<file path="src/rtl/websocket_frame_deframer_defines.svh">
// Assertion macros used by the WebSocket deframer RTL.
// Depends on a clock named aclk and an active-low reset named aresetn in scope.
`ifndef WEBSOCKET_FRAME_DEFRAMER_DEFINES_SVH
`define WEBSOCKET_FRAME_DEFRAMER_DEFINES_SVH

// Same-cycle implication, checked outside reset.
`define WSFD_ASSERT_NOW(lbl, ante, cons) \
    lbl: assert property (@(posedge aclk) disable iff (!aresetn) (ante) |-> (cons)) \
        else $error("wsfd assertion failed");

// Next-cycle implication, checked outside reset.
`define WSFD_ASSERT_NEXT(lbl, ante, cons) \
    lbl: assert property (@(posedge aclk) disable iff (!aresetn) (ante) |=> (cons)) \
        else $error("wsfd assertion failed");

`endif

</file>
<file path="src/rtl/wsfd_pkg.sv">
// Shared types and constants for the WebSocket frame deframer.
// No dependencies; used by wsfd_parser and websocket_frame_deframer.
`timescale 1ns / 1ps

package wsfd_pkg;

    localparam int STATUS_W = 2;
    localparam int BYTE_W   = 8;
    localparam int OPC_W    = 4;
    localparam int LEN_W    = 32;

    localparam logic [STATUS_W-1:0] ST_DATA   = 2'd0;
    localparam logic [STATUS_W-1:0] ST_EMPTY  = 2'd1;
    localparam logic [STATUS_W-1:0] ST_TOOBIG = 2'd2;

    localparam logic [OPC_W-1:0] OPC_CLOSE = 4'd8;

    localparam logic [6:0] LEN_EXT16 = 7'd126;
    localparam logic [6:0] LEN_EXT64 = 7'd127;

    localparam logic [3:0] EXT16_BYTES = 4'd2;
    localparam logic [3:0] EXT64_BYTES = 4'd8;
    localparam logic [3:0] KEY_BYTES   = 4'd4;

    localparam logic [LEN_W-1:0] MAX_MSG_RESET = 32'd65536;

    // Register index of max_message_size
    localparam logic REG_MAX_MSG = 1'b0;

    typedef struct packed {
        logic [STATUS_W-1:0] status;
        logic [BYTE_W-1:0]   payload_byte;
        logic [OPC_W-1:0]    frame_opcode;
        logic                final_fragment;
        logic                last_of_frame;
    } wsfd_result_t;

endpackage

</file>
<file path="src/rtl/wsfd_parser.sv">
// Frame header parser and payload unmasker: one byte in, at most one result out.
// Depends on wsfd_pkg and websocket_frame_deframer_defines.svh.
`timescale 1ns / 1ps
`include "websocket_frame_deframer_defines.svh"

module wsfd_parser (
    input  logic                        aclk,
    input  logic                        aresetn,
    input  logic                        in_valid,
    input  logic [wsfd_pkg::BYTE_W-1:0] in_byte,
    input  logic [wsfd_pkg::LEN_W-1:0]  max_size,
    output logic                        res_valid,
    output wsfd_pkg::wsfd_result_t      res
);

    typedef enum logic [2:0] {
        PH_HDR0,
        PH_HDR1,
        PH_EXTLEN,
        PH_MASKKEY,
        PH_PAYLOAD
    } phase_t;

    phase_t                        phase_reg, phase_next;
    logic                          fin_reg, fin_next;
    logic [wsfd_pkg::OPC_W-1:0]    opcode_reg, opcode_next;
    logic                          mask_reg, mask_next;
    logic [wsfd_pkg::LEN_W-1:0]    len_reg, len_next;
    logic                          ovf_reg, ovf_next;
    logic [3:0]                    left_reg, left_next;
    logic [31:0]                   key_reg, key_next;
    logic [wsfd_pkg::LEN_W-1:0]    remain_reg, remain_next;
    logic                          halted_reg, halted_next;

    logic                          do_len_done;
    logic                          do_start;
    logic [wsfd_pkg::LEN_W-1:0]    chk_len;
    logic                          chk_ovf;
    logic [wsfd_pkg::LEN_W-1:0]    start_len;

    always_comb begin
        phase_next  = phase_reg;
        fin_next    = fin_reg;
        opcode_next = opcode_reg;
        mask_next   = mask_reg;
        len_next    = len_reg;
        ovf_next    = ovf_reg;
        left_next   = left_reg;
        key_next    = key_reg;
        remain_next = remain_reg;
        halted_next = halted_reg;

        do_len_done = 1'b0;
        do_start    = 1'b0;
        chk_len     = len_reg;
        chk_ovf     = ovf_reg;
        start_len   = len_reg;

        res_valid          = 1'b0;
        res.status         = wsfd_pkg::ST_DATA;
        res.payload_byte   = '0;
        res.frame_opcode   = opcode_reg;
        res.final_fragment = fin_reg;
        res.last_of_frame  = 1'b1;

        if (in_valid && !halted_reg) begin
            case (phase_reg)
                PH_HDR0: begin
                    fin_next    = in_byte[7];
                    opcode_next = in_byte[3:0];
                    phase_next  = PH_HDR1;
                end
                PH_HDR1: begin
                    mask_next = in_byte[7];
                    if (in_byte[6:0] == wsfd_pkg::LEN_EXT16 ||
                        in_byte[6:0] == wsfd_pkg::LEN_EXT64) begin
                        len_next   = '0;
                        ovf_next   = 1'b0;
                        left_next  = (in_byte[6:0] == wsfd_pkg::LEN_EXT16) ?
                                     wsfd_pkg::EXT16_BYTES : wsfd_pkg::EXT64_BYTES;
                        phase_next = PH_EXTLEN;
                    end else begin
                        chk_len     = {{(wsfd_pkg::LEN_W-7){1'b0}}, in_byte[6:0]};
                        chk_ovf     = 1'b0;
                        len_next    = chk_len;
                        ovf_next    = 1'b0;
                        do_len_done = 1'b1;
                    end
                end
                PH_EXTLEN: begin
                    // Big-endian shift in; anything pushed past 32 bits is too large anyway
                    chk_len   = {len_reg[wsfd_pkg::LEN_W-9:0], in_byte};
                    chk_ovf   = ovf_reg | (len_reg[wsfd_pkg::LEN_W-1 -: 8] != 8'd0);
                    len_next  = chk_len;
                    ovf_next  = chk_ovf;
                    left_next = left_reg - 4'd1;
                    if (left_reg == 4'd1) begin
                        do_len_done = 1'b1;
                    end
                end
                PH_MASKKEY: begin
                    key_next  = {key_reg[23:0], in_byte};
                    left_next = left_reg - 4'd1;
                    if (left_reg == 4'd1) begin
                        do_start  = 1'b1;
                        start_len = len_reg;
                    end
                end
                PH_PAYLOAD: begin
                    // Top key byte lines up with the current payload index mod 4
                    res_valid         = 1'b1;
                    res.payload_byte  = in_byte ^ key_reg[31:24];
                    res.last_of_frame = (remain_reg == 32'd1);
                    key_next          = {key_reg[23:0], key_reg[31:24]};
                    remain_next       = remain_reg - 32'd1;
                    if (remain_reg == 32'd1) begin
                        phase_next = PH_HDR0;
                        if (opcode_reg == wsfd_pkg::OPC_CLOSE) begin
                            halted_next = 1'b1;
                        end
                    end
                end
                default: begin
                    phase_next = PH_HDR0;
                end
            endcase

            if (do_len_done) begin
                if (chk_ovf || (chk_len > max_size)) begin
                    res_valid   = 1'b1;
                    res.status  = wsfd_pkg::ST_TOOBIG;
                    halted_next = 1'b1;
                    phase_next  = PH_HDR0;
                end else begin
                    key_next = '0;
                    if (mask_next) begin
                        left_next  = wsfd_pkg::KEY_BYTES;
                        phase_next = PH_MASKKEY;
                    end else begin
                        do_start  = 1'b1;
                        start_len = chk_len;
                    end
                end
            end

            if (do_start) begin
                if (start_len == '0) begin
                    res_valid  = 1'b1;
                    res.status = wsfd_pkg::ST_EMPTY;
                    phase_next = PH_HDR0;
                    if (opcode_reg == wsfd_pkg::OPC_CLOSE) begin
                        halted_next = 1'b1;
                    end
                end else begin
                    remain_next = start_len;
                    phase_next  = PH_PAYLOAD;
                end
            end
        end
    end

    always_ff @(posedge aclk) begin
        if (!aresetn) begin
            phase_reg  <= PH_HDR0;
            fin_reg    <= 1'b0;
            opcode_reg <= '0;
            mask_reg   <= 1'b0;
            len_reg    <= '0;
            ovf_reg    <= 1'b0;
            left_reg   <= '0;
            key_reg    <= '0;
            remain_reg <= '0;
            halted_reg <= 1'b0;
        end else begin
            phase_reg  <= phase_next;
            fin_reg    <= fin_next;
            opcode_reg <= opcode_next;
            mask_reg   <= mask_next;
            len_reg    <= len_next;
            ovf_reg    <= ovf_next;
            left_reg   <= left_next;
            key_reg    <= key_next;
            remain_reg <= remain_next;
            halted_reg <= halted_next;
        end
    end

    `WSFD_ASSERT_NEXT(a_halt_sticks, halted_reg, halted_reg)
    `WSFD_ASSERT_NOW(a_no_result_halted, halted_reg, !res_valid)
    `WSFD_ASSERT_NOW(a_payload_nonzero, phase_reg == PH_PAYLOAD, remain_reg != '0)
    `WSFD_ASSERT_NEXT(a_toobig_halts, res_valid && res.status == wsfd_pkg::ST_TOOBIG, halted_reg)

endmodule

</file>
<file path="src/rtl/websocket_frame_deframer.sv">
// Top level of the WebSocket frame deframer: stream ports, APB register, result register.
// Depends on wsfd_pkg and wsfd_parser.
`timescale 1ns / 1ps
//
//  Channel  Direction  Handshake          Payload
//  s_       in         s_tvalid/s_tready  s_tdata = rx_byte
//  m_       out        m_tvalid/m_tready  m_tdata = payload_byte, m_tuser = status,
//                                         frame_opcode, final_fragment; m_tlast
//  APB      in/out     psel/penable       max_message_size at byte address 0
//
//  One received byte is taken per cycle while s_tready is high; the header parse
//  and unmask run in one pass between the byte port and the result register, so
//  results appear in the cycle after the byte that causes them.
//  A full result register is refilled in the same cycle it drains, so a stall on
//  m_tready only stops input while the held result is not taken.
//  Reset (aresetn low, synchronous) returns the parser to the first header byte,
//  clears the halt and restores max_message_size to 65536.

module websocket_frame_deframer (
    input  logic        aclk,
    input  logic        aresetn,

    input  logic        s_tvalid,
    output logic        s_tready,
    input  logic [7:0]  s_tdata,    // [7:0] rx_byte

    output logic        m_tvalid,
    input  logic        m_tready,
    output logic [7:0]  m_tdata,    // [7:0] payload_byte
    output logic [6:0]  m_tuser,    // [1:0] status, [5:2] frame_opcode, [6] final_fragment
    output logic        m_tlast,    // last_of_frame

    input  logic        psel,
    input  logic        penable,
    input  logic        pwrite,
    input  logic [2:0]  paddr,
    input  logic [31:0] pwdata,
    output logic [31:0] prdata,
    output logic        pready
);

    logic [wsfd_pkg::LEN_W-1:0] max_size_reg;
    logic                       out_valid_reg;
    wsfd_pkg::wsfd_result_t     out_reg;

    logic                       in_accept;
    logic                       res_valid;
    wsfd_pkg::wsfd_result_t     res;

    // Accept while the result register is empty or draining this cycle
    assign s_tready  = !out_valid_reg || m_tready;
    assign in_accept = s_tvalid && s_tready;

    wsfd_parser u_parser (
        .aclk      (aclk),
        .aresetn   (aresetn),
        .in_valid  (in_accept),
        .in_byte   (s_tdata),
        .max_size  (max_size_reg),
        .res_valid (res_valid),
        .res       (res)
    );

    // Load a new result or drop the delivered one
    always_ff @(posedge aclk) begin
        if (!aresetn) begin
            out_valid_reg <= 1'b0;
        end else if (in_accept) begin
            out_valid_reg <= res_valid;
        end else if (m_tready) begin
            out_valid_reg <= 1'b0;
        end
    end

    always_ff @(posedge aclk) begin
        if (in_accept && res_valid) begin
            out_reg <= res;
        end
    end

    assign m_tvalid = out_valid_reg;
    assign m_tdata  = out_reg.payload_byte;
    assign m_tuser  = {out_reg.final_fragment, out_reg.frame_opcode, out_reg.status};
    assign m_tlast  = out_reg.last_of_frame;

    // APB: single register at address 0, zero-wait
    assign pready = 1'b1;

    always_ff @(posedge aclk) begin
        if (!aresetn) begin
            max_size_reg <= wsfd_pkg::MAX_MSG_RESET;
        end else if (psel && penable && pwrite && pready &&
                     paddr[2] == wsfd_pkg::REG_MAX_MSG) begin
            max_size_reg <= pwdata;
        end
    end

    // Low address bits are the byte offset inside the register
    assign prdata = (paddr[2] == wsfd_pkg::REG_MAX_MSG && paddr[1:0] == 2'b00) ?
                    max_size_reg : 32'd0;

endmodule
</file>
<file path="config.mk">
export PLATFORM = sky130hd
export DESIGN_NAME = websocket_frame_deframer
export DESIGN_NICKNAME = d
export VERILOG_FILES = /design/src/rtl/wsfd_pkg.sv /design/src/rtl/wsfd_parser.sv /design/src/rtl/websocket_frame_deframer.sv
export VERILOG_INCLUDE_DIRS = /design/src /design/src/rtl
export SDC_FILE = /design/constraint.sdc
export NUM_CORES = 1
export LEC_CHECK = 0
export BUFFER_PORTS_ARGS = -buffer_cell sky130_fd_sc_hd__buf_2
export CORE_ASPECT_RATIO = 0.75
export CORE_UTILIZATION = 45
export CTS_CLUSTER_SIZE = 28
export DETAILED_ROUTE_END_ITERATION = 8
export HOLD_SLACK_MARGIN = 0.05
export PLACE_DENSITY_LB_ADDON = 0.15
export SLEW_MARGIN = 20
export SYNTH_ARGS = -nofsm -noshare
export SYNTH_HDL_FRONTEND = slang
export SYNTH_SLANG_ARGS = --single-unit
</file>
<file path="constraint.sdc">
create_clock -name aclk -period 6.75 [get_ports aclk]
set_input_delay 1.35 -clock aclk [delete_from_list [all_inputs] [get_ports aclk]]
set_output_delay 1.35 -clock aclk [all_outputs]
set_load 0.005 [all_outputs]
</file>
# ---- Word level (Yosys, flattened, before mapping)
# Cells that the tools add are included.
dict set report classes {
  n_bitwise 3
  eq_ne 9
  n_mux 65
  magnitude_cmp 1
  add_sub_neg 2
  reduce_logical 22
}
# cell count
set op_table {}
lappend op_table {{2-to-1 mux 32 bit} 12}
lappend op_table {{one-hot mux 32 bit (2 select lines)} 3}
lappend op_table {{== test 32 x 1 -> 1 bit (second input constant)} 1}
lappend op_table {{greater-than comparator 32 bit} 1}
lappend op_table {{logical NOT 32 bit} 1}
lappend op_table {{subtractor 32 x 1 -> 32 bit (second input constant)} 1}
lappend op_table {{2-to-1 mux 1 bit} 28}
lappend op_table {{2-to-1 mux 3 bit} 7}
lappend op_table {{2-to-1 mux 4 bit} 5}
lappend op_table {{== test 7 bit (second input constant)} 2}
lappend op_table {{one-hot mux 3 bit (4 select lines)} 1}
lappend op_table {{2-to-1 mux 2 bit} 4}
lappend op_table {{one-hot mux 4 bit (2 select lines)} 1}
lappend op_table {{nonzero test 8 bit} 1}
lappend op_table {{XOR 8 bit} 1}
lappend op_table {{logical AND 1 bit} 7}
lappend op_table {{2-to-1 mux 7 bit} 1}
lappend op_table {{== test 3 x 2 -> 1 bit (second input constant)} 2}
lappend op_table {{one-hot mux 1 bit (2 select lines)} 3}
lappend op_table {{AND reduction 2 bit} 3}
lappend op_table {{== test 4 x 1 -> 1 bit (second input constant)} 1}
lappend op_table {{== test 4 bit (second input constant)} 1}
lappend op_table {{nonzero test 2 bit} 2}
lappend op_table {{subtractor 4 x 1 -> 4 bit (second input constant)} 1}
lappend op_table {{other kinds (9)} 12}
dict set report totals {
  regBits 160
  in_bits 50
  word_cells 119
}

# ---- Logic depth before layout (Yosys ltp)
dict set report depth {
  depth_word 15
  depth_mapped 17
  ltp_nobuf 14
}

# ---- By module
# From an unflattened synthesis, not the netlist that was laid out.
dict set report unflattened {
  hier_cells 1120
  area_unflattened_um2 9246.4
}
# mod cells_per_inst seq_area_each_um2 area_per_inst_um2 n_inst
set modules_own_cells {}
lappend modules_own_cells {wsfd_parser 920 2222.1 7163.1 1}
lappend modules_own_cells {websocket_frame_deframer 200 1141.1 2083.2 1}

# ---- Least setup slack after synthesis
# No wires, ideal clock.
dict set report synth_path {
  path_type {input to register}
  startpoint {in s_tdata[6]}
  endpoint {reg out_reg (netlist bit m_tdata[0]), enable pin}
  path_stages 16
  n_path_buf 3
  required_ns 6.375
  setup_time_ns 0.375
  arrival_ns 4.876
  setup_slack_ns 1.499
  path_cell_list {buf_2 and4_1 a21oi_2 nor2_1 clkbuf_1 a22o_1 ha_1 nand4_1 nor4_1 and3_1 a31oi_1 or3_1 buf_2 nor4_1 o21ai_0 nand3_1}
}
dict set report synth_via {
  elab_chain_cells 15
  word_cells_on_any_way 28
  cone_classes {order compare: 1; eq/ne: 2; mux: 21; reduce/logical: 4}
}
# item line_no
set synth_lines {}
lappend synth_lines {{from (decl)} websocket_frame_deframer.sv:25} ;# input logic [7:0] s_tdata,
lappend synth_lines {{== test 7 bit, on equally long branches} {wsfd_parser.sv:75, wsfd_parser.sv:76}}
lappend synth_lines {{logical OR 1 bit} wsfd_parser.sv:75} ;# if (in_byte[6:0] == wsfd_pkg::LEN_EXT16 ||
lappend synth_lines {{2-to-1 mux 32 bit} wsfd_parser.sv:75}
lappend synth_lines {{one-hot mux 32 bit (2 select lines)} wsfd_parser.sv:67} ;# case (phase_reg)
lappend synth_lines {{2-to-1 mux 32 bit} wsfd_parser.sv:66} ;# if (in_valid && !halted_reg) begin
lappend synth_lines {{greater-than comparator 32 bit} wsfd_parser.sv:129} ;# if (chk_ovf || (chk_len > max_size)) begin
lappend synth_lines {{logical OR 1 bit} wsfd_parser.sv:129}
lappend synth_lines {{2-to-1 mux 32 bit} wsfd_parser.sv:129}
lappend synth_lines {{2-to-1 mux 32 bit} wsfd_parser.sv:128} ;# if (do_len_done) begin
lappend synth_lines {{2-to-1 mux 32 bit} wsfd_parser.sv:66}
lappend synth_lines {{logical NOT 32 bit} wsfd_parser.sv:147} ;# if (start_len == '0) begin
lappend synth_lines {{2-to-1 mux 1 bit} wsfd_parser.sv:147}
lappend synth_lines {{2-to-1 mux 1 bit (*)} wsfd_parser.sv:146} ;# if (do_start) begin
lappend synth_lines {{2-to-1 mux 1 bit (*)} wsfd_parser.sv:66}
lappend synth_lines {{logical AND 1 bit (*)} websocket_frame_deframer.sv:76} ;# if (in_accept && res_valid) begin
lappend synth_lines {{to (signal assigned)} websocket_frame_deframer.sv:77} ;# out_reg <= res;
lappend synth_lines {{to (decl)} websocket_frame_deframer.sv:44} ;# wsfd_pkg::wsfd_result_t out_reg;
# Mark *: on every way between the ends. The rest lies on a longest branch, timed or not. The select of a mux whose other input is x is not followed.
# A chain may end at the register's enable or synchronous reset.

# ---- Final worst setup path
dict set report layout_path {
  startpoint {reg u_parser.phase_reg[1]}
  endpoint {reg out_reg (netlist bit m_tuser[2]), enable pin}
}
dict set report layout_via {
  elab_chain_cells 13
  word_cells_on_any_way 31
  cone_classes {order compare: 1; eq/ne: 4; mux: 23; reduce/logical: 3}
}
# item line_no
set layout_lines {}
lappend layout_lines {{from (decl)} wsfd_parser.sv:24} ;# phase_t phase_reg, phase_next;
lappend layout_lines {{from (signal assigned)} wsfd_parser.sv:175} ;# phase_reg <= phase_next;
lappend layout_lines {{== test 3 x 2 -> 1 bit or == test 3 x 1 -> 1 bit (tied branches)} wsfd_parser.sv:67}
lappend layout_lines {{one-hot mux 32 bit (2 select lines)} wsfd_parser.sv:67}
lappend layout_lines {{2-to-1 mux 32 bit} wsfd_parser.sv:66}
lappend layout_lines {{greater-than comparator 32 bit} wsfd_parser.sv:129}
lappend layout_lines {{logical OR 1 bit} wsfd_parser.sv:129}
lappend layout_lines {{2-to-1 mux 32 bit} wsfd_parser.sv:129}
lappend layout_lines {{2-to-1 mux 32 bit} wsfd_parser.sv:128}
lappend layout_lines {{2-to-1 mux 32 bit} wsfd_parser.sv:66}
lappend layout_lines {{logical NOT 32 bit} wsfd_parser.sv:147}
lappend layout_lines {{2-to-1 mux 1 bit} wsfd_parser.sv:147}
lappend layout_lines {{2-to-1 mux 1 bit (*)} wsfd_parser.sv:146}
lappend layout_lines {{2-to-1 mux 1 bit (*)} wsfd_parser.sv:66}
lappend layout_lines {{logical AND 1 bit (*)} websocket_frame_deframer.sv:76}
# Marks and branches as above.

==> reports/metrics.cfg <==
[yosys]
synth_seq_cells=160
synth_cell_types=77
ys.flop_type=dfxtp_1
syn_avg_cell_area_um2=7.88
synthArstFlopShare=0
synth-edff-count=16
yosysTopAreaCell=dfxtp_1
synth_top_area_share=0.312
ys_warn_count=0
synth_nets=1260
synthCells=1174
synthTopCellsByArea=dfxtp_1, nand2_1, edfxtp_1
netlist_area_um2=9250
seq_area_frac_synth=0.364

[timing]
skew_ps=11.5
setup_violations=0
max_freq_mhz=179
relSlewSlack=0.297
tightest_slew_ps=1050
fin_setup_tns_ps=0
period_share=0.830
drv_slew=0
period_minus_slack_ps=5600
finalHoldViolCount=0
grt_setup_unrepaired=no

[clock_network]
clk_pin_slew_worst_paths_ps=70
cts.sinks=160
cts_buffers=17
ctsResizeCount=0
clk_latency_ps=440
clockRootBuffer=clkbuf_16
htreeDepth=4
cts_hold_buffers=0
cts_tree=yes
cts_setup_buffers=0
cts_max_path_buffers=2

[die]
rows=45
core_um2=20200
initial_utilization=0.457
die_h_um=126
io_pins=101
die-area_um2=21100
die_w_um=168

[drt]
drc=0
wl_per_cell_um=20.3
drt_iter0_markers=1233
dr.max_layer_used=met4
wl_met1_mm=14.3
dr_wl_met3_mm=3.73
vias_per_cell=6.33
postRouteAntennaNets=0
dr.pass1.iters=6
routed_wl_mm=30.4
wl_met2_mm=11.7
num_vias=9446

[global_routing]
grt_max_degree=48
antenna_found_initial=1
grt_overflow=0
grtUsageTotal=0.285
grt_pass1_wl_mm=46.4
grt_pass1_vias=8173

[hold_path]
worstHoldPathType=reg2reg

[worst_setup_path]
start_kind=flop
worstPathMaxFanout=23
arrival_ps=5740
critical_path_class=reg2reg
endpoint_kind=flop
cp.required_ps=6890

[final_layout]
drive_above_1_share=0.145
nNetsFinal=1306
area_growth_pct=12.9
final_cells=1492

[power]
powerDensity_nw_per_um2=239
ir_worst_vdd_mv=0.190
power_leakage_uw=0.00401
total_power_uw=2500

[run]
cap_violations=0

[place]
io_buffer_count=99
place_inst=1459
place_hpwl_mm=21.5
gp_congestion=0.971

[outcome]
status=complete, no violations

-- cells by family (layout without fill, tap and decap cells) --
group                    Yosys count  after routing  synth area share
multiplexers                      24             24            0.0264
adder cells (fa/ha/maj)           36             36            0.0487
AO/OA/AOI/OAI                    349            349             0.257
AND/OR/NAND/NOR                  452            452             0.235
other                              1              2          0.000406
flip-flops                       160            160             0.364
XOR/XNOR                           8              8           0.00758
buffers and inverters            144            203            0.0614
-- where the power goes --
part | leakage, uW | internal [uW] | total [uW] | switching [uW]
Clock | 0.000266 | 488 | 925 | 437
Combinational | 0.00242 | 189 | 526 | 337
Sequential | 0.00133 | 999 | 1050 | 47.2
Total | 0.00401 | 1680 | 2500 | 821
-- layout make-up --
class	count	area, um2
tap	258	323
antenna	1	2.50
fill	1970	9770
timing repair buffer	122	681
inverter	49	184
multi-input combinational	870	5340
sequential	160	3360
clock buffer	20	448
clock inverter	12	96.3
-- path summary, 6_finish.rpt --
kind | startpoint | to | slack (ps) | depth (start not counted)
setup / recovery | u_parser.phase_reg[1]$_SDFFE_PN0P_ | m_tuser[2]$_DFFE_PP_ | 1150 | 14
hold / removal | u_parser.fin_reg$_SDFFE_PN0P_ | m_tuser[6]$_DFFE_PP_ | 450 | 0
setup reg to reg | u_parser.phase_reg[1]$_SDFFE_PN0P_ | m_tuser[2]$_DFFE_PP_ | 1150 | 14
hold reg to reg | u_parser.fin_reg$_SDFFE_PN0P_ | m_tuser[6]$_DFFE_PP_ | 450 | 0
-- through the flow --
| step | utilization | setup slack (ps) | instance area [um2] | hold slack (ps) |
|---|---|---|---|---|
| 3_5_place_dp | 0.489 | 957 | 9890 | 428 |
| 3_3_place_gp | 0.489 | 1110 | 9890 | 435 |
| 6_report | 0.516 | 1150 | 10400 | 446 |
| 4_1_cts | 0.516 | 1300 | 10400 | 449 |
| 5_1_grt | 0.516 | 904 | 10400 | 475 |
| 2_1_floorplan | - | 1500 | 9250 | 408 |
-- routing by layer --
metal	GRT usage	up-vias
met5	0	-
met4	0.0880	0
met3	0.103	57
met2	0.369	511
met1	0.426	4458
li1	-	4420
-- Yosys cell counts, drive strengths merged, types with 3 or more instances --
master / n
o2111ai: 5
o41ai: 5
a221oi: 4
o22a: 8
o221ai: 8
mux2: 3
o21a: 4
o31a: 3
or2: 3
mux2i: 21
nand4: 14
nand3: 31
o311ai: 5
a22o: 14
and2: 35
or4: 9
o31ai: 8
o2bb2ai: 6
edfxtp: 16
buf: 20
o22ai: 14
a21oi: 82
inv: 49
or3: 18
a211oi: 3
nand2b: 8
nor3: 27
nor3b: 3
o32ai: 25
nor4: 23
or3b: 3
nor2b: 3
xnor2: 8
ha: 36
nand2: 156
a22oi: 37
nor2: 104
a31oi: 30
o211ai: 14
o21ai: 54
dfxtp: 144
and3: 7
clkbuf: 75
-- placed cells by master, fill, tap and decap left out, types with 29 or more instances in the layout --
cell | synthesis | routed
nand3_1 | 31 | 30
o21ai_0 | 53 | 53
a22oi_1 | 37 | 37
ha_1 | 36 | 36
inv_1 | 48 | 47
nor2_1 | 104 | 104
and2_1 | 35 | 35
a21oi_1 | 81 | 80
nand2_1 | 156 | 156
dfxtp_1 | 144 | 144
buf_2 | 16 | 99
a31oi_1 | 30 | 29
-- critical path: stages (launching register included) --
cell     delay (ps)
dfxtp_1         850
nor3b_2         870
nor2_1           80
buf_4           230
a22o_1          220
ha_1            310
nand4_1         190
nor4_1          480
and3_1          270
a31oi_1          90
or3_1           430
nor4_1          570
o21ai_0         310
nand3_1         140
buf_4           250
No activity file was read; power rests on OpenSTA's default activity.
